--- src/hw/rtl/fuzzy_pd_inference_assert.svh ---
// Assertion macros shared by the fuzzy PD inference RTL.
`ifndef FUZZY_PD_INFERENCE_ASSERT_SVH
`define FUZZY_PD_INFERENCE_ASSERT_SVH
`ifndef SYNTH
`define FPD_ASSERT(lbl, clk, rst_n, prop) \
    lbl: assert property (@(posedge clk) disable iff (!rst_n) prop) \
        else $error("fpd assertion failed");
`define FPD_ASSERT_NEXT(lbl, clk, rst_n, ante, cons) \
    lbl: assert property (@(posedge clk) disable iff (!rst_n) (ante) |=> (cons)) \
        else $error("fpd assertion failed");
`else
`define FPD_ASSERT(lbl, clk, rst_n, prop)
`define FPD_ASSERT_NEXT(lbl, clk, rst_n, ante, cons)
`endif
`endif

--- src/hw/rtl/fpd_pkg.sv ---
// Types, constants and tables of the fuzzy PD inference block.
`default_nettype none
package fpd_pkg;
    localparam int ERR_W     = 10;
    localparam int CHG_W     = 13;
    localparam int LVL_W     = 13;
    localparam int MU_W      = 17;
    localparam int LAB_W     = 3;
    localparam int NUM_LVL   = 7;
    localparam int CFG_IDX_W = 3;
    localparam int Q_DEPTH   = 4;
    localparam int Q_AW      = 2;
    localparam int Q_CW      = 3;
    localparam int PROD_W    = 30;
    localparam int NUM_W     = 32;
    localparam int DEN_W     = 19;
    localparam int QUO_W     = 13;

    localparam logic [MU_W-1:0] MU_ONE = 17'd65536;

    // 65536/40 and 65536/20 split into integer part and remainder/5 correction
    localparam logic [16:0] E_K40 = 17'd1638;
    localparam logic [16:0] E_K20 = 17'd3276;
    localparam logic [15:0] RCP5  = 16'd205;      // ~2^10/5
    // 65536/1664 = 512/13, 65536/1536 = 128/3
    localparam logic [16:0] C_K13  = 17'd39;
    localparam logic [16:0] C_K3   = 17'd42;
    localparam logic [27:0] RCP13  = 28'd10083;   // ~2^17/13
    localparam logic [27:0] RCP3   = 28'd2731;    // ~2^13/3

    localparam logic signed [ERR_W-1:0] E_BP [0:6] =
        '{-10'sd100, -10'sd60, -10'sd40, 10'sd0, 10'sd40, 10'sd60, 10'sd100};
    // error change breakpoints in units of 1/1280
    localparam logic signed [15:0] C_BP [0:4] =
        '{-16'sd3200, -16'sd1536, 16'sd0, 16'sd1536, 16'sd3200};

    localparam logic [LAB_W-1:0] LAB_MAX = 3'd6;

    typedef logic [LAB_W-1:0] t_lab;
    typedef logic [MU_W-1:0]  t_mu;
    typedef logic [LVL_W-1:0] t_lvl;

    localparam t_lab RULE_TAB [0:6][0:4] = '{
        '{3'd4, 3'd3, 3'd1, 3'd0, 3'd0},
        '{3'd6, 3'd5, 3'd1, 3'd4, 3'd5},
        '{3'd7, 3'd6, 3'd1, 3'd5, 3'd6},
        '{3'd3, 3'd3, 3'd0, 3'd3, 3'd3},
        '{3'd6, 3'd5, 3'd1, 3'd3, 3'd4},
        '{3'd5, 3'd4, 3'd1, 3'd2, 3'd3},
        '{3'd1, 3'd1, 3'd1, 3'd0, 3'd0}
    };

    localparam t_lvl LVL_RESET [0:NUM_LVL-1] =
        '{13'd0, 13'd2880, 13'd3040, 13'd3520, 13'd4000, 13'd4480, 13'd4800};

    // one classified sample: left memberships and the four rule labels
    typedef struct packed {
        t_mu            p0;
        t_mu            d0;
        t_lab [3:0]     lab;
    } t_item;
endpackage
`default_nettype wire

--- src/hw/rtl/fpd_ifs.sv ---
// Stream interfaces for samples in and drive values out.
`default_nettype none


interface fpd_out_if;
    logic                       valid;
    logic                       ready;
    logic [fpd_pkg::LVL_W-1:0]  drive_value;
    modport source (output valid, drive_value, input ready);
    modport sink   (input valid, drive_value, output ready);
endinterface
`default_nettype wire

--- src/hw/rtl/fpd_back.sv ---
// Back end: rule weights, thinning, weighted sums and pipelined divide.
`default_nettype none
`include "fuzzy_pd_inference_assert.svh"
module fpd_back (
    input  wire logic            i_clk,
    input  wire logic            i_rst_n,
    input  wire fpd_pkg::t_item  i_item,
    input  wire logic            i_valid,
    output logic                 o_ready,
    input  wire fpd_pkg::t_lvl   i_lvl [0:fpd_pkg::NUM_LVL-1],
    fpd_out_if.source            o_result
);
    localparam int DIV_N = fpd_pkg::QUO_W;

    logic w_en;
    fpd_pkg::t_mu  w_p1, w_d1;
    fpd_pkg::t_mu  w_w [0:3];
    fpd_pkg::t_lab w_li;

    logic [2:0]  r_vs;
    fpd_pkg::t_mu  r1_w   [0:3];
    fpd_pkg::t_lvl r1_lvl [0:3], n1_lvl [0:3];
    logic [fpd_pkg::PROD_W-1:0] r2_prod [0:3];
    logic [fpd_pkg::DEN_W-1:0]  r2_den;
    logic [fpd_pkg::NUM_W-1:0]  r3_num;
    logic [fpd_pkg::DEN_W-1:0]  r3_den;

    logic [DIV_N-1:0]           r_vld;
    logic [fpd_pkg::NUM_W-1:0]  r_rem [0:DIV_N-1], s_rem [0:DIV_N-1], n_rem [0:DIV_N-1];
    logic [fpd_pkg::DEN_W-1:0]  r_den [0:DIV_N-1], s_den [0:DIV_N-1];
    logic [fpd_pkg::QUO_W-1:0]  r_q   [0:DIV_N-1], s_q   [0:DIV_N-1], n_q   [0:DIV_N-1];
    logic [DIV_N-1:0]           r_z, s_z;
    logic [fpd_pkg::NUM_W-1:0]  w_sh  [0:DIV_N-1];

    assign w_en              = !r_vld[DIV_N-1] || o_result.ready;
    assign o_ready           = w_en;
    assign o_result.valid    = r_vld[DIV_N-1];
    assign o_result.drive_value = r_q[DIV_N-1];

    // weights, then pairwise thinning of duplicate labels in fixed order
    always_comb begin
        w_p1   = fpd_pkg::MU_ONE - i_item.p0;
        w_d1   = fpd_pkg::MU_ONE - i_item.d0;
        w_w[0] = (i_item.p0 <= i_item.d0) ? i_item.p0 : i_item.d0;
        w_w[1] = (w_p1 <= i_item.d0) ? w_p1 : i_item.d0;
        w_w[2] = (i_item.p0 <= w_d1) ? i_item.p0 : w_d1;
        w_w[3] = (w_p1 <= w_d1) ? w_p1 : w_d1;
        for (int i = 0; i < 3; i++) begin
            for (int j = i + 1; j < 4; j++) begin
                if (i_item.lab[i] == i_item.lab[j]) begin
                    if (w_w[i] > w_w[j]) w_w[j] = '0;
                    else                 w_w[i] = '0;
                end
            end
        end
        for (int i = 0; i < 4; i++) begin
            w_li      = (i_item.lab[i] > fpd_pkg::LAB_MAX) ? fpd_pkg::LAB_MAX
                                                           : i_item.lab[i];
            n1_lvl[i] = i_lvl[w_li];
        end
    end

    // restoring divide, one quotient bit per stage
    always_comb begin
        s_rem[0] = r3_num;
        s_den[0] = r3_den;
        s_q[0]   = '0;
        s_z[0]   = (r3_den == '0);
        for (int k = 1; k < DIV_N; k++) begin
            s_rem[k] = r_rem[k-1];
            s_den[k] = r_den[k-1];
            s_q[k]   = r_q[k-1];
            s_z[k]   = r_z[k-1];
        end
        for (int k = 0; k < DIV_N; k++) begin
            w_sh[k] = fpd_pkg::NUM_W'(s_den[k]) << (DIV_N - 1 - k);
            if (s_rem[k] >= w_sh[k]) begin
                n_rem[k] = s_rem[k] - w_sh[k];
                n_q[k]   = s_q[k] | (fpd_pkg::QUO_W'(1) << (DIV_N - 1 - k));
            end else begin
                n_rem[k] = s_rem[k];
                n_q[k]   = s_q[k];
            end
        end
        // zero weight sum gives zero drive
        if (s_z[DIV_N-1]) n_q[DIV_N-1] = '0;
    end

    always_ff @(posedge i_clk) begin
        if (!i_rst_n) begin
            r_vs  <= '0;
            r_vld <= '0;
        end else if (w_en) begin
            r_vs  <= {r_vs[1:0], i_valid};
            r_vld <= {r_vld[DIV_N-2:0], r_vs[2]};
        end
    end

    always_ff @(posedge i_clk) begin
        if (w_en) begin
            for (int i = 0; i < 4; i++) begin
                r1_w[i]    <= w_w[i];
                r1_lvl[i]  <= n1_lvl[i];
                r2_prod[i] <= fpd_pkg::PROD_W'(r1_w[i]) * fpd_pkg::PROD_W'(r1_lvl[i]);
            end
            r2_den <= fpd_pkg::DEN_W'(r1_w[0]) + fpd_pkg::DEN_W'(r1_w[1])
                    + fpd_pkg::DEN_W'(r1_w[2]) + fpd_pkg::DEN_W'(r1_w[3]);
            r3_num <= fpd_pkg::NUM_W'(r2_prod[0]) + fpd_pkg::NUM_W'(r2_prod[1])
                    + fpd_pkg::NUM_W'(r2_prod[2]) + fpd_pkg::NUM_W'(r2_prod[3]);
            r3_den <= r2_den;
            for (int k = 0; k < DIV_N; k++) begin
                r_rem[k] <= n_rem[k];
                r_den[k] <= s_den[k];
                r_q[k]   <= n_q[k];
                r_z[k]   <= s_z[k];
            end
        end
    end

    `FPD_ASSERT_NEXT(a_stall_hold, i_clk, i_rst_n, !w_en, $stable(r_vld))
    `FPD_ASSERT(a_zero_drive, i_clk, i_rst_n, (r_vld[DIV_N-1] && r_z[DIV_N-1]) |-> (r_q[DIV_N-1] == '0))
    `FPD_ASSERT(a_quo_fits, i_clk, i_rst_n, (r_vs[2] && r3_den != '0) |-> (r3_num < {r3_den, 13'b0}))
endmodule
`default_nettype wire

--- src/flat_wrapper.sv ---
// flat-port wrapper written by rule: the top's interface ports become plain ports
module fpd_back_flat 
  (i_clk, i_rst_n, i_item, i_valid, o_ready, i_lvl, o_result_valid, o_result_drive_value, o_result_ready);
  fpd_out_if o_result_i ();
  input  wire logic i_clk;
  input  wire logic i_rst_n;
  input  wire fpd_pkg::t_item i_item;
  input  wire logic i_valid;
  output logic o_ready;
  input  wire fpd_pkg::t_lvl i_lvl[0:fpd_pkg::NUM_LVL-1];
  output wire logic [$bits(o_result_i.valid)-1:0] o_result_valid;
  output wire logic [$bits(o_result_i.drive_value)-1:0] o_result_drive_value;
  input wire logic [$bits(o_result_i.ready)-1:0] o_result_ready;
  assign o_result_valid = o_result_i.valid;
  assign o_result_drive_value = o_result_i.drive_value;
  assign o_result_i.ready = o_result_ready;
  fpd_back u_core (.i_clk(i_clk), .i_rst_n(i_rst_n), .i_item(i_item), .i_valid(i_valid), .o_ready(o_ready), .i_lvl(i_lvl), .o_result(o_result_i));
endmodule
--- config.mk ---
export PLATFORM = sky130hd
export DESIGN_NAME = fpd_back_flat
export DESIGN_NICKNAME = d
export VERILOG_FILES = /design/src/hw/rtl/fpd_pkg.sv /design/src/hw/rtl/fpd_ifs.sv /design/src/hw/rtl/fpd_back.sv /design/src/flat_wrapper.sv
export VERILOG_INCLUDE_DIRS = /design/src /design/src/hw/rtl
export SDC_FILE = /design/constraint.sdc
export NUM_CORES = 2
export LEC_CHECK = 0
export ABC_CLOCK_PERIOD_IN_PS = 82200
export BUFFER_PORTS_ARGS = -buffer_cell sky130_fd_sc_hd__buf_2
export CAP_MARGIN = 0
export CORE_MARGIN = 4
export CORE_UTILIZATION = 70
export CTS_CLUSTER_DIAMETER = 80
export DETAILED_ROUTE_END_ITERATION = 10
export PLACE_DENSITY = 0.88
export RECOVER_POWER = 100
export SLEW_MARGIN = 30
export SYNTH_ARGS = -nofsm -noshare
export SYNTH_HDL_FRONTEND = slang
export SYNTH_SLANG_ARGS = --single-unit
--- constraint.sdc ---
create_clock -name i_clk -period 82.2 [get_ports i_clk]
set_input_delay 16.44 -clock i_clk [delete_from_list [all_inputs] [get_ports i_clk]]
set_output_delay 16.44 -clock i_clk [all_outputs]
set_load 0.1 [all_outputs]
# ---- Word level (Yosys, flattened, before mapping)
# Memories as Yosys holds them, arrays and structs flattened.
# Cells that the tools add are included.
dict set report word_totals {
  ff_bits 98
  mem_bits_rw 1072
  inputBits 141
  out_inout_bits 15
  n_memories 6
}
dict set report op_classes {
  add_sub_neg 21
  multipliers 4
  n_lt_le_gt_ge 31
  eq_ne 6
  mux 70
  bitwise 4
  n_reduce_logical 3
}
# name depth word_bits rd rd_ports_with_merged_regs wr line_no
set memory_table {}
lappend memory_table {u_core.r_rem 13 32 12 0 13 fpd_back.sv:29} ;# logic [fpd_pkg::NUM_W-1:0] r_rem [0:DIV_N-1], s_rem [0:DIV_N-1], n_rem [0:DIV_N-1];
lappend memory_table {u_core.r_den 13 19 12 0 13 fpd_back.sv:30} ;# logic [fpd_pkg::DEN_W-1:0] r_den [0:DIV_N-1], s_den [0:DIV_N-1];
lappend memory_table {u_core.r_q 13 13 13 0 13 fpd_back.sv:31} ;# logic [fpd_pkg::QUO_W-1:0] r_q [0:DIV_N-1], s_q [0:DIV_N-1], n_q [0:DIV_N-1];
lappend memory_table {u_core.r2_prod 4 30 4 0 4 fpd_back.sv:23} ;# logic [fpd_pkg::PROD_W-1:0] r2_prod [0:3];
lappend memory_table {u_core.r1_w 4 17 4 0 4 fpd_back.sv:21} ;# fpd_pkg::t_mu r1_w [0:3];
lappend memory_table {u_core.r1_lvl 4 13 4 0 4 fpd_back.sv:22} ;# fpd_pkg::t_lvl r1_lvl [0:3], n1_lvl [0:3];
# operator count
set ops {}
lappend ops {{two-way mux 32 bit} 13}
lappend ops {{two-way mux 17 bit} 22}
lappend ops {{binary-select mux 13 bit (select 3 bit)} 4}
lappend ops {{two-way mux 13 bit} 10}
lappend ops {{multiplier 17 x 13 -> 30 bit} 4}
lappend ops {{> comparator 17 bit} 6}
lappend ops {{two-way mux 34 bit} 3}
lappend ops {{<= comparator 17 bit} 4}
lappend ops {{adder 32 x 30 -> 32 bit} 2}
lappend ops {{adder 19 x 17 -> 19 bit} 2}
lappend ops {{subtractor 17 bit, first input constant} 2}
lappend ops {{greater-or-equal comparator 32 x 19 -> 1 bit} 1}
lappend ops {{greater-or-equal comparator 32 x 20 -> 1 bit} 1}
lappend ops {{greater-or-equal comparator 32 x 21 -> 1 bit} 1}
lappend ops {{greater-or-equal comparator 32 x 22 -> 1 bit} 1}
lappend ops {{greater-or-equal comparator 32 x 23 -> 1 bit} 1}
lappend ops {{greater-or-equal comparator 32 x 24 -> 1 bit} 1}
lappend ops {{greater-or-equal comparator 32 x 25 -> 1 bit} 1}
lappend ops {{greater-or-equal comparator 32 x 26 -> 1 bit} 1}
lappend ops {{greater-or-equal comparator 32 x 27 -> 1 bit} 1}
lappend ops {{greater-or-equal comparator 32 x 28 -> 1 bit} 1}
lappend ops {{greater-or-equal comparator 32 x 29 -> 1 bit} 1}
lappend ops {{greater-or-equal comparator 32 x 30 -> 1 bit} 1}
lappend ops {{greater-or-equal comparator 32 x 31 -> 1 bit} 1}
lappend ops {{34 further kinds} 54}

# ---- Depth between registers and ports, before layout
dict set report logic_depth {
  ltp_word 18
  mapped_depth 80
  mapped_depth_nobuf 71
}

# ---- Worst setup path before layout
# No wires, ideal clock.
dict set report synth_timing {
  path_kind {in2out}
  startpoint {input port o_result_ready}
  endpoint {output port o_ready}
  arrival_ns 45.288
  t_required_ns 65.760
  setup_slack_ns 20.472
  path_stages 4
  n_path_buf 2
  cell_sequence {nor2b_1 > clkbuf_1 > inv_1 > clkbuf_1}
}
dict set report synth_between {
  elab_chain_cells 1
}
# item line_no
set synth_lines {}
lappend synth_lines {{from (decl)} flat_wrapper.sv:13} ;# input wire logic [$bits(o_result_i.ready)-1:0] o_result_ready;
lappend synth_lines {{logical OR 1 bit} fpd_back.sv:35} ;# assign w_en = !r_vld[DIV_N-1] || o_result.ready;
lappend synth_lines {{to (decl)} flat_wrapper.sv:9} ;# output logic o_ready;
# Every way passes these cells.

# ---- Final worst setup path
# Same ends and word-level chain as after synthesis.

==> impl_metrics.ini <==
[sta]
worstMarginPinSlew_ns = 8.21
min_period_ns = 36.38
fin_tns_setup_ns = 0
hold_viol = 0
setup_violations = 0
fmax_ghz = 0.0275
rsz0062_at_grt = false
timing.final.ws_setup_ns = 45.82
max_slew_margin = -4.47
finalCritPeriodShare = 0.443
slew_violations = 1507
finalClockSkew_ns = 0.0469

[placed_design]
dp_hpwl_um = 186000
placement.io_buffers = 155
pre_cts_ws_ns = 48.10
routabilityCongestion = 0.953

[critical_path]
worst_ep_required_time_ns = 65.76
cp_num_buf_inv = 4
cp_slowest_cell = clkinvlp_2
crit_top_cell = clkbuf_1
end_kind = output pin
crit_arrival_ns = 19.94
slowest_delay_ns = 1.73
worstSetupStartpointType = primary input
critical_path.top_delay_family = buffers and inverters
critical_path_class = primary input to output pin
crit_fanout = 39
path_cells = buf_2 > nor2b_1 > clkbuf_1 > clkinvlp_2 > clkbuf_1

[synthesis]
synth_top_area_frac = 0.344
async_reset_ff_frac = 0
synth-seq-cells = 1041
ys_top_cells_by_area = edfxtp_1, fa_1, ha_1, inv_1, nand2_1
synth_nets = 10300
synth_area_leader_cell = edfxtp_1
synth.cell_area_um2 = 89400
synth_edf_count = 1025
synth_top_cells_by_count = inv_1, edfxtp_1, nand2_1
ys_seq_area_frac = 0.348
synth_cell_types = 95
synthCells = 8658
synth.avg_cell_area_um2 = 10.3
synth_most_common_cell = inv_1
yosysWarnings = 0
synthFlopType = edfxtp_1

[clock_network]
post_cts_buffers = 0
cts.path.max_buffers = 3
clk_latency_ns = 0.74
cts.clk_slew.worst_paths_ns = 0.06
cts_tree = done
cts_buffers = 108
cts_resized = 0
h-tree-depth = 3
ctsRootBufferMaster = clkbuf_16
ctsHoldBuffers = 0
cts_num_sinks = 1041

[detailed_routing]
drc = 0
num_vias = 66000
drtIter0Drc = 6368
dr.pass1.iters = 6
post_drt_wl_per_cell_um = 23.4
vias_per_cell = 6.31
routed_wl_um = 245000
antenna_left = 0

[floorplanning]
core-area_um2 = 126000
ios = 156
die_area_um2 = 133000
rows = 130
die-width_um = 365
die_h_um = 365
initial_core_util = 0.708

[grt]
grt_pass1_vias = 69100
antenna_found_initial = 10
grt_start_max_net_pins = 191
grt_pass1_wl_um = 382000
grt_use_total = 0.373
gr-total-overflow = 0

[run_status]
violations = capacitance limit, slew limit
outcome = complete, but fails checks

[cells_and_area]
area_growth_pct = 6.58
drive_gt1_frac = 0.0643
final_nets = 10400
nFillCells = 8001

[run]
drv_cap = 27

[worst_hold_path]
hold_class = register to register
[state kept, by name, indices dropped and copies added (netlist names)]
signal and flops:
u_core.r1_lvl 52, u_core.r1_w 68, u_core.r2_den 19, u_core.r2_prod 120, u_core.r3_den 19, u_core.r3_num 32, u_core.r_den 228, u_core.r_q 91
u_core.r_rem 384, u_core.r_vld 13, u_core.r_vs 3, u_core.r_z 12
[kinds of logic after synthesis]
kind of cell / share of synthesized area
DFF: 0.348
AOI/OAI and AO/OA: 0.0982
buffers and inverters: 0.0671
adders and majority gates: 0.275
xor gates and xnor gates: 0.0458
and+or+nand+nor: 0.130
muxes: 0.0363
[per-stage QoR]
| step | std cells | hold slack (ns) | instance area [µm²] | util |
|---|---|---|---|---|
| 2_1_floorplan | 8658 | 0.400 | 89400 | - |
| 3_3_place_gp | 10300 | 0.401 | 91700 | 0.727 |
| 3_5_place_dp | 10300 | 0.405 | 91700 | 0.727 |
| 4_1_cts | 10500 | 0.407 | 95400 | 0.756 |
| 5_1_grt | 10500 | 0.409 | 95300 | 0.755 |
| 6_report | 10500 | 0.403 | 95300 | 0.755 |
[cell type report]
class,instances,area (µm²),share of cell area
diodes,3,7.51,0.0000788
clock buffers,134,2900,0.0305
clock inverters,71,742,0.00779
inverters,1274,4780,0.0502
multi-input cells,6049,52300,0.549
flip-flops and latches,1041,31100,0.326
well taps,1650,2060,0.0217
repair buffers,245,1350,0.0142
[cells in the final DEF (no fill, tap or decap), types with 34 or more instances in the layout]
| cell | n |
|---|---|
| or3_1 | 48 |
| o21bai_1 | 44 |
| xor2_1 | 195 |
| fa_1 | 723 |
| or2_2 | 39 |
| a21o_1 | 218 |
| nor2b_1 | 90 |
| mux2i_1 | 95 |
| a211oi_1 | 34 |
| nor3_1 | 147 |
| nor4_1 | 46 |
| nand3_1 | 59 |
| mux2_1 | 34 |
| buf_4 | 55 |
| and2_1 | 327 |
| mux2_2 | 66 |
| a21boi_0 | 44 |
| edfxtp_1 | 1025 |
| inv_1 | 1272 |
| o31ai_1 | 35 |
| mux4_2 | 52 |
| buf_2 | 138 |
| xnor2_1 | 272 |
| clkbuf_1 | 65 |
| o21ai_0 | 369 |
| ha_1 | 808 |
| nand2_1 | 1009 |
| clkbuf_16 | 110 |
| nand2b_1 | 63 |
| nand4_1 | 70 |
| o21a_1 | 84 |
| nor2_1 | 392 |
| a21oi_1 | 356 |
[metal layers]
layer  share of wire  vias to the layer above  GRT usage
li1                -                    29400          -
met1            0.35                    32100      0.434
met2            0.48                     3529      0.623
met3           0.082                      974     0.0680
met4           0.087                        8      0.270
met5         0.00023                        -          0
[final timing paths]
path	to	depth (start not counted)	slack (ns)	from
setup reg to reg	u_core.r_den[0][36]	7	63.07	u_core.r_vld[12]
setup / recovery	o_ready	5	45.82	o_result_ready
hold / removal	u_core.r_q[1][38]	0	0.40	u_core.r_q[1][25]
hold reg to reg	u_core.r_q[1][38]	0	0.40	u_core.r_q[1][25]
Power is left out: the tool's default activity adds up to more than one toggle a clock period on the data nets, which glitch-free logic cannot reach.
