--- src/hw/rtl/fuzzy_pd_inference_assert.svh ---
// Assertion macros shared by the fuzzy PD inference RTL.
`ifndef FUZZY_PD_INFERENCE_ASSERT_SVH
`define FUZZY_PD_INFERENCE_ASSERT_SVH
`ifndef SYNTH
`define FPD_ASSERT(lbl, clk, rst_n, prop) \
    lbl: assert property (@(posedge clk) disable iff (!rst_n) prop) \
        else $error("fpd assertion failed");
`define FPD_ASSERT_NEXT(lbl, clk, rst_n, ante, cons) \
    lbl: assert property (@(posedge clk) disable iff (!rst_n) (ante) |=> (cons)) \
        else $error("fpd assertion failed");
`else
`define FPD_ASSERT(lbl, clk, rst_n, prop)
`define FPD_ASSERT_NEXT(lbl, clk, rst_n, ante, cons)
`endif
`endif

--- src/hw/rtl/fpd_pkg.sv ---
// Types, constants and tables of the fuzzy PD inference block.
`default_nettype none
package fpd_pkg;
    localparam int ERR_W     = 10;
    localparam int CHG_W     = 13;
    localparam int LVL_W     = 13;
    localparam int MU_W      = 17;
    localparam int LAB_W     = 3;
    localparam int NUM_LVL   = 7;
    localparam int CFG_IDX_W = 3;
    localparam int Q_DEPTH   = 4;
    localparam int Q_AW      = 2;
    localparam int Q_CW      = 3;
    localparam int PROD_W    = 30;
    localparam int NUM_W     = 32;
    localparam int DEN_W     = 19;
    localparam int QUO_W     = 13;

    localparam logic [MU_W-1:0] MU_ONE = 17'd65536;

    // 65536/40 and 65536/20 split into integer part and remainder/5 correction
    localparam logic [16:0] E_K40 = 17'd1638;
    localparam logic [16:0] E_K20 = 17'd3276;
    localparam logic [15:0] RCP5  = 16'd205;      // ~2^10/5
    // 65536/1664 = 512/13, 65536/1536 = 128/3
    localparam logic [16:0] C_K13  = 17'd39;
    localparam logic [16:0] C_K3   = 17'd42;
    localparam logic [27:0] RCP13  = 28'd10083;   // ~2^17/13
    localparam logic [27:0] RCP3   = 28'd2731;    // ~2^13/3

    localparam logic signed [ERR_W-1:0] E_BP [0:6] =
        '{-10'sd100, -10'sd60, -10'sd40, 10'sd0, 10'sd40, 10'sd60, 10'sd100};
    // error change breakpoints in units of 1/1280
    localparam logic signed [15:0] C_BP [0:4] =
        '{-16'sd3200, -16'sd1536, 16'sd0, 16'sd1536, 16'sd3200};

    localparam logic [LAB_W-1:0] LAB_MAX = 3'd6;

    typedef logic [LAB_W-1:0] t_lab;
    typedef logic [MU_W-1:0]  t_mu;
    typedef logic [LVL_W-1:0] t_lvl;

    localparam t_lab RULE_TAB [0:6][0:4] = '{
        '{3'd4, 3'd3, 3'd1, 3'd0, 3'd0},
        '{3'd6, 3'd5, 3'd1, 3'd4, 3'd5},
        '{3'd7, 3'd6, 3'd1, 3'd5, 3'd6},
        '{3'd3, 3'd3, 3'd0, 3'd3, 3'd3},
        '{3'd6, 3'd5, 3'd1, 3'd3, 3'd4},
        '{3'd5, 3'd4, 3'd1, 3'd2, 3'd3},
        '{3'd1, 3'd1, 3'd1, 3'd0, 3'd0}
    };

    localparam t_lvl LVL_RESET [0:NUM_LVL-1] =
        '{13'd0, 13'd2880, 13'd3040, 13'd3520, 13'd4000, 13'd4480, 13'd4800};

    // one classified sample: left memberships and the four rule labels
    typedef struct packed {
        t_mu            p0;
        t_mu            d0;
        t_lab [3:0]     lab;
    } t_item;
endpackage
`default_nettype wire

--- src/hw/rtl/fpd_queue.sv ---
// Short FIFO between the front end and the back end.
`default_nettype none
`include "fuzzy_pd_inference_assert.svh"
module fpd_queue (
    input  wire logic            i_clk,
    input  wire logic            i_rst_n,
    input  wire fpd_pkg::t_item  i_item,
    input  wire logic            i_valid,
    output logic                 o_ready,
    output fpd_pkg::t_item       o_item,
    output logic                 o_valid,
    input  wire logic            i_ready
);
    fpd_pkg::t_item r_mem [0:fpd_pkg::Q_DEPTH-1];
    logic [fpd_pkg::Q_AW-1:0] r_wp, r_rp;
    logic [fpd_pkg::Q_CW-1:0] r_cnt;
    logic w_push, w_pop;

    assign o_ready = (r_cnt != fpd_pkg::Q_CW'(fpd_pkg::Q_DEPTH));
    assign o_valid = (r_cnt != '0);
    assign o_item  = r_mem[r_rp];
    assign w_push  = i_valid && o_ready;
    assign w_pop   = o_valid && i_ready;

    always_ff @(posedge i_clk) begin
        if (!i_rst_n) begin
            r_wp  <= '0;
            r_rp  <= '0;
            r_cnt <= '0;
        end else begin
            if (w_push) r_wp <= r_wp + 1'b1;
            if (w_pop)  r_rp <= r_rp + 1'b1;
            r_cnt <= r_cnt + fpd_pkg::Q_CW'(w_push) - fpd_pkg::Q_CW'(w_pop);
        end
    end

    always_ff @(posedge i_clk) begin
        if (w_push) r_mem[r_wp] <= i_item;
    end

    `FPD_ASSERT(a_cnt_bound, i_clk, i_rst_n, r_cnt <= fpd_pkg::Q_CW'(fpd_pkg::Q_DEPTH))
endmodule
`default_nettype wire

--- config.mk ---
export PLATFORM = sky130hd
export DESIGN_NAME = fpd_queue
export DESIGN_NICKNAME = d
export VERILOG_FILES = /design/src/hw/rtl/fpd_pkg.sv /design/src/hw/rtl/fpd_queue.sv
export VERILOG_INCLUDE_DIRS = /design/src /design/src/hw/rtl
export SDC_FILE = /design/constraint.sdc
export NUM_CORES = 1
export LEC_CHECK = 0
export ABC_AREA = 1
export BUFFER_PORTS_ARGS = -buffer_cell sky130_fd_sc_hd__buf_2
export CORE_ASPECT_RATIO = 0.5
export CORE_MARGIN = 3
export CORE_UTILIZATION = 45
export CTS_CLUSTER_SIZE = 28
export DETAILED_ROUTE_END_ITERATION = 7
export GPL_TIMING_DRIVEN = 0
export PLACE_DENSITY = 0.74
export SYNTH_ARGS = -nofsm -noshare
export SYNTH_HDL_FRONTEND = slang
export SYNTH_SLANG_ARGS = --single-unit
--- constraint.sdc ---
create_clock -name i_clk -period 3.9 [get_ports i_clk]
set_input_delay 0.39 -clock i_clk [delete_from_list [all_inputs] [get_ports i_clk]]
set_output_delay 0.39 -clock i_clk [all_outputs]
set_load 0.05 [all_outputs]
Yosys cells after proc, flatten, opt, wreduce, memory -nomap -nowiden:

Memories as Yosys holds them, arrays and structs flattened. A register that Yosys moved wholly into a read port is not among the register bits.
Index checks and enable logic that the tools add are counted.

* bits in registers: 7
* memory bits (writable): 184
* input bits: 50
* output and inout bits: 48
* memories kept: 1

Memory list
* r_mem: depth 4, width 46, rd ports 1, clocked after memory_dff 1, write ports 1, line fpd_queue.sv:14 `fpd_pkg::t_item r_mem [0:fpd_pkg::Q_DEPTH-1];`

* add/subtract/negate cells: 4
* equality and inequality tests: 1
* muxes and demuxes: 4
* reduce and logical (&&, ||, !) cells: 3

Operator list (count)
* $add 2x1->2 const B: 2
* $mux 2: 2
* $add 3x1->3: 1
* $ne 3x3->1 const B: 1
* $reduce_bool 3->1: 1
* $sub 3x1->3: 1
* $logic_and 1x1->1: 2
* $mux 1: 2

Logic depth before layout (Yosys ltp):

Gate-level depths: netlist (run 1).

* depth after elaboration: 4
* gate-level depth with buffers: 10
* mapped depth without buffers: 10

Worst setup path before layout (run 1):

No wires, ideal clock.

* path kind: register -> register
* start: register r_cnt[1] (netlist name)
* end: memory r_mem[0][0] (netlist name) (enable)
* setup time: 0.450 ns
* arrival time: 3.074 ns
* data required time: 3.450 ns
* setup slack: 0.376 ns
* stages on the path, launching flop included: 5
* period minus slack after synthesis: 3.524 ns
* path through: dfxtp_1 -> nor2_1 -> nand2_1 -> nand2_1 -> nor2_1

* word-level cells in the longest chain between the ends: 4

RTL lines
* start: declaration: line fpd_queue.sv:16 `logic [fpd_pkg::Q_CW-1:0] r_cnt;`
* start signal: assignment: line fpd_queue.sv:33 `r_cnt <= r_cnt + fpd_pkg::Q_CW'(w_push) - fpd_pkg::Q_CW'(w_pop);`
* $ne 3x3->1: line fpd_queue.sv:19 `assign o_ready = (r_cnt != fpd_pkg::Q_CW'(fpd_pkg::Q_DEPTH));`
* net o_ready: line fpd_queue.sv:9 `output logic o_ready,`
* $logic_and 1x1->1: line fpd_queue.sv:22 `assign w_push = i_valid && o_ready;`
* $mux 1: line fpd_queue.sv:38 `if (w_push) r_mem[r_wp] <= i_item;`
* $mux 1 (implied by the code): line fpd_queue.sv:38
* end: declaration: line fpd_queue.sv:14

The timed path passes the listed nets, and every way through them passes these cells.

==> results of run 1 <==
==> path summary, 6_finish.rpt <==
path                                endpoint  startpoint  slack [ns]  depth (start not counted)
worst min register to register       r_rp[0]     r_rp[0]        0.50                          2
worst max register to register  r_mem[3][25]    r_cnt[1]        1.57                          5
worst min-delay path            r_mem[2][12]  i_item[12]        0.18                          1
worst max-delay path               o_item[5]    register        1.39                          5
==> metrics by stage <==
stage                     worst slack [ns]  area [sq um]  utilization [%]  power [mW]  hold slack (ns)
final                                1.395          8847            56.37       6.465           0.1804
after global routing                 1.208          8845            56.35       6.752           0.1738
after CTS                            1.335          8845            56.35       6.508           0.1725
after detailed placement             1.561          8239            52.50       4.767           0.4783
after global placement             -0.7858          8114            51.70       4.704           0.4706
after floorplan                     0.3762          7352                -       4.168           0.4481
==> per-layer routing <==
metal  vias to the layer above  share of wire, %  track usage, %  wire (um)
met2                       146                50           30.49       7786
met5                         -              0.17               0         27
li1                       2139                 -               -          -
met4                         4               2.2           6.977        347
met1                      2200                41           21.59       6388
met3                        32               6.3           3.640        982
==> cell families after synthesis <==
| group | share of synthesized area (%) |
|---|---|
| AND/OR/NAND/NOR | 6.382 |
| AO/OA/AOI/OAI | 11.23 |
| buffers and inverters | 3.489 |
| flip-flops | 77.60 |
| adder cells (fa/ha/maj) | 1.293 |
==> area by class of cell <==
cell class                 instances  area, sq um
antenna                            1        2.502
buffer                            29        196.4
multi-input combinational        272         1420
fill                            1240         6848
tap                              221        276.5
inverter                          16        60.06
sequential                       193         5705
clock buffer                      17        425.4
clock inverter                    15        180.2
timing repair buffer             101        580.6
==> power groups by stage <==
stage / clock (mW) / sequential (mW) / combinational [mW]
final: 1.75 / 2.59 / 2.12
after global routing: 1.87 / 2.60 / 2.28
after CTS: 1.77 / 2.59 / 2.15
after detailed placement: 0 / 2.63 / 2.14
after global placement: 0 / 2.65 / 2.05
after floorplan: 0 / 2.63 / 1.54
==> state kept, by name, summed over array words and instances, names as in the netlist, named ones only <==
register	count
r_wp	2
r_cnt	3
r_rp	2
r_mem	184
==> cells in the mapped netlist (all sizes together) <==
cell / count / area [sq um]
fa: 1 / 20.02
a21boi: 2 / 15.01
o22ai: 46 / 325.3
buf: 18 / 155.2
o21ai: 93 / 465.4
dfxtp: 9 / 180.2
a21oi: 4 / 20.02
edfxtp: 184 / 5525
nand3: 3 / 15.01
nand2: 13 / 48.80
nor2: 104 / 405.4
inv: 16 / 60.05
clkbuf: 11 / 41.29
ha: 6 / 75.07
==> worst register-to-register path: stages (launching register included) <==
cell	delay [ns]
dfxtp_1	0.41
nor2_1	0.10
nand2_1	0.16
nand2_1	0.28
nor2_4	0.81
buf_16	0.26
==> cell usage in the layout (no fill, tap or decap), types with 4 or more instances in the layout <==
cell,count
edfxtp_1,184
nor2_2,6
ha_1,6
o21ai_1,34
o21ai_0,59
inv_6,5
inv_1,15
nor2_4,4
clkbuf_16,17
o22ai_2,6
nand2_1,13
o22ai_1,40
clkbuf_1,11
buf_2,104
dfxtp_1,9
a21oi_1,4
nor2_1,94
buf_6,10
==> qor.txt, run 1 <==
Arr. time, crit path = 2.12 ns
Final slew viol count = 0
Share of cells above drive strength 1 = 26.13%
Net switching power = 2.416 mW
Worst path slowest cell = clkbuf_1
Post-route non-filler standard cell count = 865
Seq cells post-synth = 193
Gate Count Post-Synth = 510
Yosys cell types = 20
Total placed cells including tap cells = 832
Setup TNS = 0 ns
Core Rows = 32
Area delta synth->final = 20.34%
Worst setup SP type = register
Max-cap violations = 0
DRC Markers = 0
Syn avg cell area = 14.42 sq um
First-pass GRT wire length = 23720 um
P_int = 4.049 mW
Post-synth design cell area = 0.007352 sq mm
Final Cycle Share = 64.23%
Die area = 0.01800 sq mm
Clk slew on worst S/H paths = 0.07 ns
Clock tree root driver cell = clkbuf_16
Num CTS Buffers = 17
Chip width = 186.8 um
Total Routing Usage GR = 17.34%
Post-CTS Resized = 0
Routed length per instance = 17.96 um
Worst-path maximum fanout = 10
Yosys Warn Count = 0
DRT iter0 DRCs = 363
Leak Pwr = 3.147 nW
Hold Path Class = in -> reg
Net Sw Frac = 37.37%
# port buffers = 97
Clock Tree Buf Depth = 2
Crit Path Category = reg -> out
Total gr overflow = 0
# nets final = 687
CP endpoint kind = output pin
Starting Density = 46.84%
Fin. Hold Viols = 0
RSZ-0062 raised after global routing = no
Max-slew headroom = 36.68%
Skew final = 0.01049 ns
Buf/Inv on CP = 3
Core area = 0.01570 sq mm
Fmax = 399.2 MHz
CP top delay family = buffers and inverters
Clk network pwr share = 27.1%
Final Setup Violations = 0
Max VDD drop = 0.3803 mV
Detail Route Antenna Nets = 0
H-tree levels = 4
Routed wire length = 15530 um
Pre-antenna DRT Iters = 5
Routability cong. = 0.7358
DPL Wire Length = 9806 um
PwrDens = 730.8 mW/mm^2
Logic pwr share = 32.9%
Crit-path max cell delay = 0.41 ns
Worst EP required = 3.51 ns
Register area share after synthesis = 77.60%
Die height = 96.38 um
Reg power frac = 40.0%
Min Tclk post-route = 2.505 ns
Actual slew at the worst max-slew pin = 0.9476 ns
Critical path cell sequence = inv_1 > clkbuf_1 > o21ai_0 > o22ai_1 > buf_2
Vias/cell = 5.227
Largest net degree at the start of global routing = 28
Vias in the first global route = 4483
Run status = complete, no violations
Io pins = 98
Post-CTS Setup Bufs = 0
Mapped Nets = 567
Worst skew pair latency = 0.42 ns
Hold buffers post-CTS = 0
Antenna violations before repair = 2
Via count = 4521
CTS tree = yes
CTS sink cnt = 193
(Power assumes the default switching activity.)
==> run 2, diff against run 1 <==
--- a/config.mk
+++ b/config.mk
@@ -14,7 +14,7 @@
 export CTS_CLUSTER_SIZE = 28
 export DETAILED_ROUTE_END_ITERATION = 7
 export GPL_TIMING_DRIVEN = 0
-export PLACE_DENSITY = 0.74
+export PLACE_DENSITY = 0.76
 export SYNTH_ARGS = -nofsm -noshare
 export SYNTH_HDL_FRONTEND = slang
 export SYNTH_SLANG_ARGS = --single-unit
==> constraint.sdc (replaced) <==
create_clock -name i_clk -period 2.3 [get_ports i_clk]
set_input_delay 0.23 -clock i_clk [delete_from_list [all_inputs] [get_ports i_clk]]
set_output_delay 0.23 -clock i_clk [all_outputs]
set_load 0.05 [all_outputs]
==> qor.txt, run 2 (same netlist as run 1, synthesis figures left out) <==
Hold Path Class = in -> reg (unchanged)
Area delta synth->final = 20.59% (was 20.34%)
Final hold slack = 0.02015 ns (was 0.1804 ns)
Final slew viol count = 0 (unchanged)
Actual slew at the worst max-slew pin = 0.6529 ns (was 0.9476 ns)
Commonest cells after routing, fill and taps aside = edfxtp_1, buf_2, nor2_1 (unchanged)
Routed length per instance = 18.59 um (was 17.96 um)
Min Tclk post-route = 2.208 ns
Clock tree root driver cell = clkbuf_16 (unchanged)
Worst-path maximum fanout = 10 (unchanged)
Cell depth of the worst flop-to-flop path = 10 (was 5)
# port buffers = 97 (unchanged)
Arr. time, crit path = 1.98 ns (was 2.12 ns)
PwrDens = 1244 mW/mm^2 (was 730.8 mW/mm^2)
Fin. Hold Viols = 0 (unchanged)
Commonest non-fill, non-tap cell in the layout = edfxtp_1 (unchanged)
CP endpoint kind = output pin (unchanged)
WL met3 = 870 um (was 982 um)
Setup TNS = 0 ns (unchanged)
Routability cong. = 0.7315 (was 0.7358)
Critical path cell sequence = clkbuf_1 > o21ai_0 > o22ai_1 > buf_2 (was inv_1 > clkbuf_1 > o21ai_0 > o22ai_1 > buf_2)
CP top delay family = buffers and inverters (unchanged)
Crit-path max cell delay = 0.42 ns (was 0.41 ns)
Max VDD drop = 0.5935 mV (was 0.3803 mV)
Antenna violations before repair = 2 (unchanged)
Reg-to-Reg End = r_cnt[2] (was r_mem[3][25])
Io pins = 98 (unchanged)
Core Rows = 32 (unchanged)
Run status = complete, no violations (unchanged)
CTS sink cnt = 193 (unchanged)
Share of cells above drive strength 1 = 27.99% (was 26.13%)
Via count = 4525 (was 4521)
N_diodes = 0 (was 1)
Largest net degree at the start of global routing = 31 (was 28)
Pre-antenna DRT Iters = 5 (unchanged)
Fmax = 452.8 MHz
Num CTS Buffers = 17 (unchanged)
# fillers = 1233 (was 1240)
DPL Wire Length = 9848 um (was 9806 um)
Max reg flops = 184 (unchanged)
Detail Route Antenna Nets = 0 (unchanged)
Max-cap violations = 0 (unchanged)
First-pass GRT wire length = 24250 um (was 23720 um)
Hold buffers post-CTS = 0 (unchanged)
Worst setup SP type = register (unchanged)
DRT iter0 DRCs = 408 (was 363)
M1 WL = 6809 um (was 6388 um)
Final Cycle Share = 96.01%
RSZ-0062 raised after global routing = no (unchanged)
Chip width = 186.8 um (unchanged)
Crit Path Category = reg -> out (unchanged)
Clk network pwr share = 27.2% (was 27.1%)
Final Setup Violations = 0 (unchanged)
Worst path depth = 4 (was 5)
Vias/cell = 5.237 (was 5.227)
Routed wire length = 16060 um (was 15530 um)
Top Metal Used = met5 (unchanged)
Worst path slowest cell = clkbuf_1 (unchanged)
CTS tree = yes (unchanged)
Worst R2R Start = r_cnt[1] (unchanged)
Die height = 96.38 um (unchanged)
Reg power frac = 39.8% (was 40.0%)
Max-slew headroom = 56.37% (was 36.68%)
Worst skew pair latency = 0.42 ns (about the same)
Top Registers = r_mem: 184 flops, r_cnt: 3 flops (unchanged)
Total Routing Usage GR = 17.82% (was 17.34%)
Core area = 0.01570 sq mm (unchanged)
Logic pwr share = 32.9% (about the same)
Starting Density = 46.84% (unchanged)
P_int = 6.880 mW (was 4.049 mW)
Clk slew on worst S/H paths = 0.07 ns (about the same)
Leak Pwr = 3.169 nW (was 3.147 nW)
H-tree levels = 4 (unchanged)
# nets final = 687 (unchanged)
Buf/Inv on CP = 2 (was 3)
Worst Setup EP = o_item[3] (was o_item[5])
Die area = 0.01800 sq mm (unchanged)
Reg with most FFs = r_mem (unchanged)
DRC Markers = 0 (unchanged)
Worst EP required = 2.07 ns (was 3.51 ns)
Net Sw Frac = 37.60% (was 37.37%)
Skew final = 0.005673 ns (was 0.01049 ns)
Vias in the first global route = 4570 (was 4483)
R2R Setup Slk = 0.24 ns (was 1.57 ns)
Total gr overflow = 0 (unchanged)
Net switching power = 4.146 mW (was 2.416 mW)
Clock Tree Buf Depth = 2 (unchanged)
WL met2 = 8030 um (was 7786 um)
==> run 2: cell count changes in the layout (fill, tap and decap cells not counted), moves of 2 or more <==
cell      delta
buf_16       -2
clkbuf_1     -8
buf_12       +2
clkbuf_2     +9
nand2_1      -2
clkinv_2     -2
==> run 2: how the worst min path moves through the flow <==
stage,start,endpoint,slack (ns),cells after the start
after floorplan,i_rst_n,r_cnt[0],0.33,2
after global placement,i_item[27],r_mem[0][27],0.44,1
after detailed placement,i_item[4],r_mem[3][4],0.44,1
after CTS,i_item[4],r_mem[1][4],0.0002,1
after global routing,i_item[19],r_mem[1][19],0.003,1
final,i_item[40],r_mem[3][40],0.02,1
==> run 2: area by class of cell <==
| class | instances | area, sq um | share of cell area, % |
|---|---|---|---|
| clock inverter | 14 | 178.9 | 2.018 |
| inverter | 16 | 63.81 | 0.7197 |
| tap | 221 | 276.5 | 3.119 |
| clock buffer | 18 | 429.2 | 4.841 |
| timing repair buffer | 101 | 568.0 | 6.407 |
| multi-input combinational | 272 | 1436 | 16.20 |
| sequential | 193 | 5705 | 64.35 |
| buffer | 29 | 207.7 | 2.343 |
==> run 2: per-stage QoR <==
step | utilization, % | power, mW | instances | setup WS [ns] | area, sq um
floorplan | - | 7.077 | 510 | 0.003054 | 7385
global placement | 51.91 | 7.965 | 828 | -0.2341 | 8147
detailed placement | 52.42 | 8.068 | 832 | 0.05632 | 8227
CTS | 56.34 | 11.06 | 864 | 0.02773 | 8842
global route | 56.49 | 11.49 | 864 | 0.01748 | 8866
finish | 56.49 | 11.03 | 864 | 0.09171 | 8866
==> run 2: what timing repair did <==
item / in CTS / in global routing
setup endpoints to repair: 16 / 36
cloned: 0 / 0
gates resized for setup: 6 / 11
buffers inserted: 0 / 0
==> run 2: power groups by stage <==
stage	clock (mW)	sequential, mW	combinational, mW
finish	3.00	4.39	3.63
global route	3.19	4.42	3.89
CTS	3.04	4.39	3.63
detailed placement	0	4.46	3.61
global placement	0	4.46	3.51
floorplan	0	4.44	2.64
==> run 2: per-layer routing <==
metal | up-vias | track usage [%]
met1 | 2210 | 22.30
met5 | - | 0
met3 | 27 | 4.541
met2 | 145 | 30.25
li1 | 2139 | -
met4 | 4 | 7.731
==> run 3, diff against run 2 <==
==> constraint.sdc (replaced) <==
create_clock -name i_clk -period 1.99 [get_ports i_clk]
set_input_delay 0.199 -clock i_clk [delete_from_list [all_inputs] [get_ports i_clk]]
set_output_delay 0.199 -clock i_clk [all_outputs]
set_load 0.05 [all_outputs]
==> qor.txt, run 3 (same netlist as run 1, synthesis figures left out) <==
Run status = complete, no violations (unchanged)
Post-route non-filler standard cell count = 908 (was 864)
Top Registers = r_mem: 184 flops, r_cnt: 3 flops (unchanged)
# port buffers = 97 (unchanged)
Worst R2R Start = r_cnt[0] (was r_cnt[1])
Antenna violations before repair = 0 (was 2)
Final Worst Setup Slack = 0.01344 ns (was 0.09171 ns)
Core Rows = 32 (unchanged)
Max-cap violations = 0 (unchanged)
Pre-antenna DRT Iters = 5 (unchanged)
Routed wire length = 17360 um (was 16060 um)
Fmax = 505.9 MHz
Io pins = 98 (unchanged)
Vias in the first global route = 4859 (was 4570)
Leak Pwr = 3.442 nW (was 3.169 nW)
Die area = 0.01800 sq mm (unchanged)
Setup TNS = 0 ns (unchanged)
Post-layout power = 13.01 mW (was 11.03 mW)
Max VDD drop = 0.7210 mV (was 0.5935 mV)
Met1 Use GR = 22.98% (was 22.30%)
Final Cycle Share = 99.32%
Core area = 0.01570 sq mm (unchanged)
Logic pwr share = 37.9% (was 32.9%)
Worst hold start = i_item[11] (was i_item[40])
Chip width = 186.8 um (unchanged)
Cell depth of the worst flop-to-flop path = 6 (was 10)
Area delta synth->final = 30.26% (was 20.59%)
Critical path cell sequence = buf_6 > inv_4 > buf_12 > buf_8 > nor2_1 > o22ai_1 > buf_4 (was clkbuf_1 > o21ai_0 > o22ai_1 > buf_2)
First-pass GRT wire length = 25410 um (was 24250 um)
Reg power frac = 39.3% (was 39.8%)
Detail Route Antenna Nets = 0 (unchanged)
Total placed cells including tap cells = 832 (unchanged)
Final slew viol count = 0 (unchanged)
Min Tclk post-route = 1.977 ns
Most used routing layer in global routing = met2 (unchanged)
Commonest non-fill, non-tap cell in the layout = edfxtp_1 (unchanged)
Share of cells above drive strength 1 = 28.82% (was 27.99%)
Net Sw Frac = 37.90% (was 37.60%)
Arr. time, crit path = 1.78 ns (was 1.98 ns)
Hold depth = 1 (unchanged)
Clock Tree Buf Depth = 2 (unchanged)
Routability cong. = 0.7201 (was 0.7315)
CP endpoint kind = output pin (unchanged)
Starting Density = 46.84% (unchanged)
N_diodes = 0 (unchanged)
Via count = 4838 (was 4525)
Crit Path Category = reg -> out (unchanged)
Worst skew pair latency = 0.43 ns (was 0.42 ns)
Crit-path max cell delay = 0.34 ns (was 0.42 ns)
Clk slew on worst S/H paths = 0.06 ns (was 0.07 ns)
Skew final = 0.007595 ns (was 0.005673 ns)
Fin. Hold Viols = 0 (unchanged)
CTS sink cnt = 193 (unchanged)
Hold Path Class = in -> reg (unchanged)
R2R Setup Slk = 0.09 ns (was 0.24 ns)
Total Routing Usage GR = 18.47% (was 17.82%)
Clock tree root driver cell = clkbuf_16 (unchanged)
Final Setup Violations = 0 (unchanged)
Final core utilization = 61.02% (was 56.49%)
Worst slack at placement = 0.01392 ns (was 0.05632 ns)
CTS tree = yes (unchanged)
Die height = 96.38 um (unchanged)
Routed length per instance = 19.12 um (was 18.59 um)
Commonest cells after routing, fill and taps aside = edfxtp_1, nor2_1, buf_2 (was edfxtp_1, buf_2, nor2_1)
Total gr overflow = 0 (unchanged)
Reg-to-Reg End = r_mem[2][41] (was r_cnt[2])
Worst-path maximum fanout = 10 (unchanged)
Grt met2 use = 32.97% (was 30.25%)
PwrDens = 1358 mW/mm^2 (was 1244 mW/mm^2)
Max reg flops = 184 (unchanged)
Worst setup SP type = register (unchanged)
CP top delay family = buffers and inverters (unchanged)
# nets final = 732 (was 687)
WHS Endpoint = r_mem[0][11] (was r_mem[3][40])
Num CTS Buffers = 17 (unchanged)
Reg with most FFs = r_mem (unchanged)
RSZ-0062 raised after global routing = yes (was no)
Actual slew at the worst max-slew pin = 0.6585 ns (was 0.6529 ns)
Net switching power = 4.930 mW (was 4.146 mW)
Worst path slowest cell = dfxtp_2 (was clkbuf_1)
H-tree levels = 4 (unchanged)
Vias/cell = 5.328 (was 5.237)
DPL Wire Length = 9749 um (was 9848 um)
P_int = 8.080 mW (was 6.880 mW)
Largest net degree at the start of global routing = 30 (was 31)
DRC Markers = 0 (unchanged)
DRT iter0 DRCs = 552 (was 408)
Met3 usage = 4.000% (was 4.541%)
Clk network pwr share = 22.8% (was 27.2%)
Worst EP required = 1.79 ns (was 2.07 ns)
Buf/Inv on CP = 5 (was 2)
Max-slew headroom = 56.00% (was 56.37%)
-- run 3: repair_timing --
| action | in CTS | in global routing |
|---|---|---|
| gates cloned | 0 | 2 |
| endpoints found under the hold margin | 159 | 8 |
| pin swaps | 3 | 13 |
| setup buffers | 0 | 1 |
| resized for setup | 68 | 64 |
| setup endpoints to repair | 47 | 74 |
| hold buffers | 40 | 2 |
-- run 3: worst max-delay path by stage --
stage	end	slack, ns	cells past startpoint
floorplan	r_cnt[2]	0.02	10
global placement	r_mem[3][24]	-0.32	4
detailed placement	r_cnt[2]	0.01	10
CTS	o_item[30]	-0.002	5
global route	o_item[36]	-0.05	5
finish	o_item[20]	0.01	7
-- run 3: final cells by class --
cell class	instances	area, sq um
plain buffers	29	297.8
clock buffers	19	432.9
clock inverters	12	71.32
fillers	1107	6118
inverters	16	66.31
multi-input cells	272	1534
flip-flops and latches	193	5715
well taps	221	276.5
repair buffers	145	1177
repair inverters	1	5.005
-- run 3: through the flow --
step	area (sq um)	hold WS (ns)
3_3_place_gp	8162	0.4108
3_5_place_dp	8242	0.4142
2_1_floorplan	7400	0.2966
4_1_cts	9346	0.001722
6_report	9577	0.007358
5_1_grt	9577	0.006839
-- run 3: power by group through the flow --
| stage | Combinational [mW] | Sequential, mW | Clock (mW) |
|---|---|---|---|
| 4_1_cts | 4.59 | 5.09 | 2.96 |
| 6_report | 4.93 | 5.11 | 2.97 |
| 3_5_place_dp | 4.19 | 5.16 | 0 |
| 5_1_grt | 5.22 | 5.14 | 3.17 |
| 2_1_floorplan | 3.07 | 5.14 | 0 |
| 3_3_place_gp | 4.07 | 5.16 | 0 |
-- run 3: per-layer routing --
layer	vias up	part of all wire [%]
met3	31	5.8
li1	2233	-
met2	211	51
met1	2363	41
met5	-	0
met4	0	1.9
-- run 3: worst reg2reg max path, cell delays in order (launching register included) --
cell and delay (ns):
dfxtp_1 0.38, nor2_4 0.07, nand2_4 0.11, nand2_8 0.08
buf_12 0.14, nor2_4 0.50, buf_12 0.30
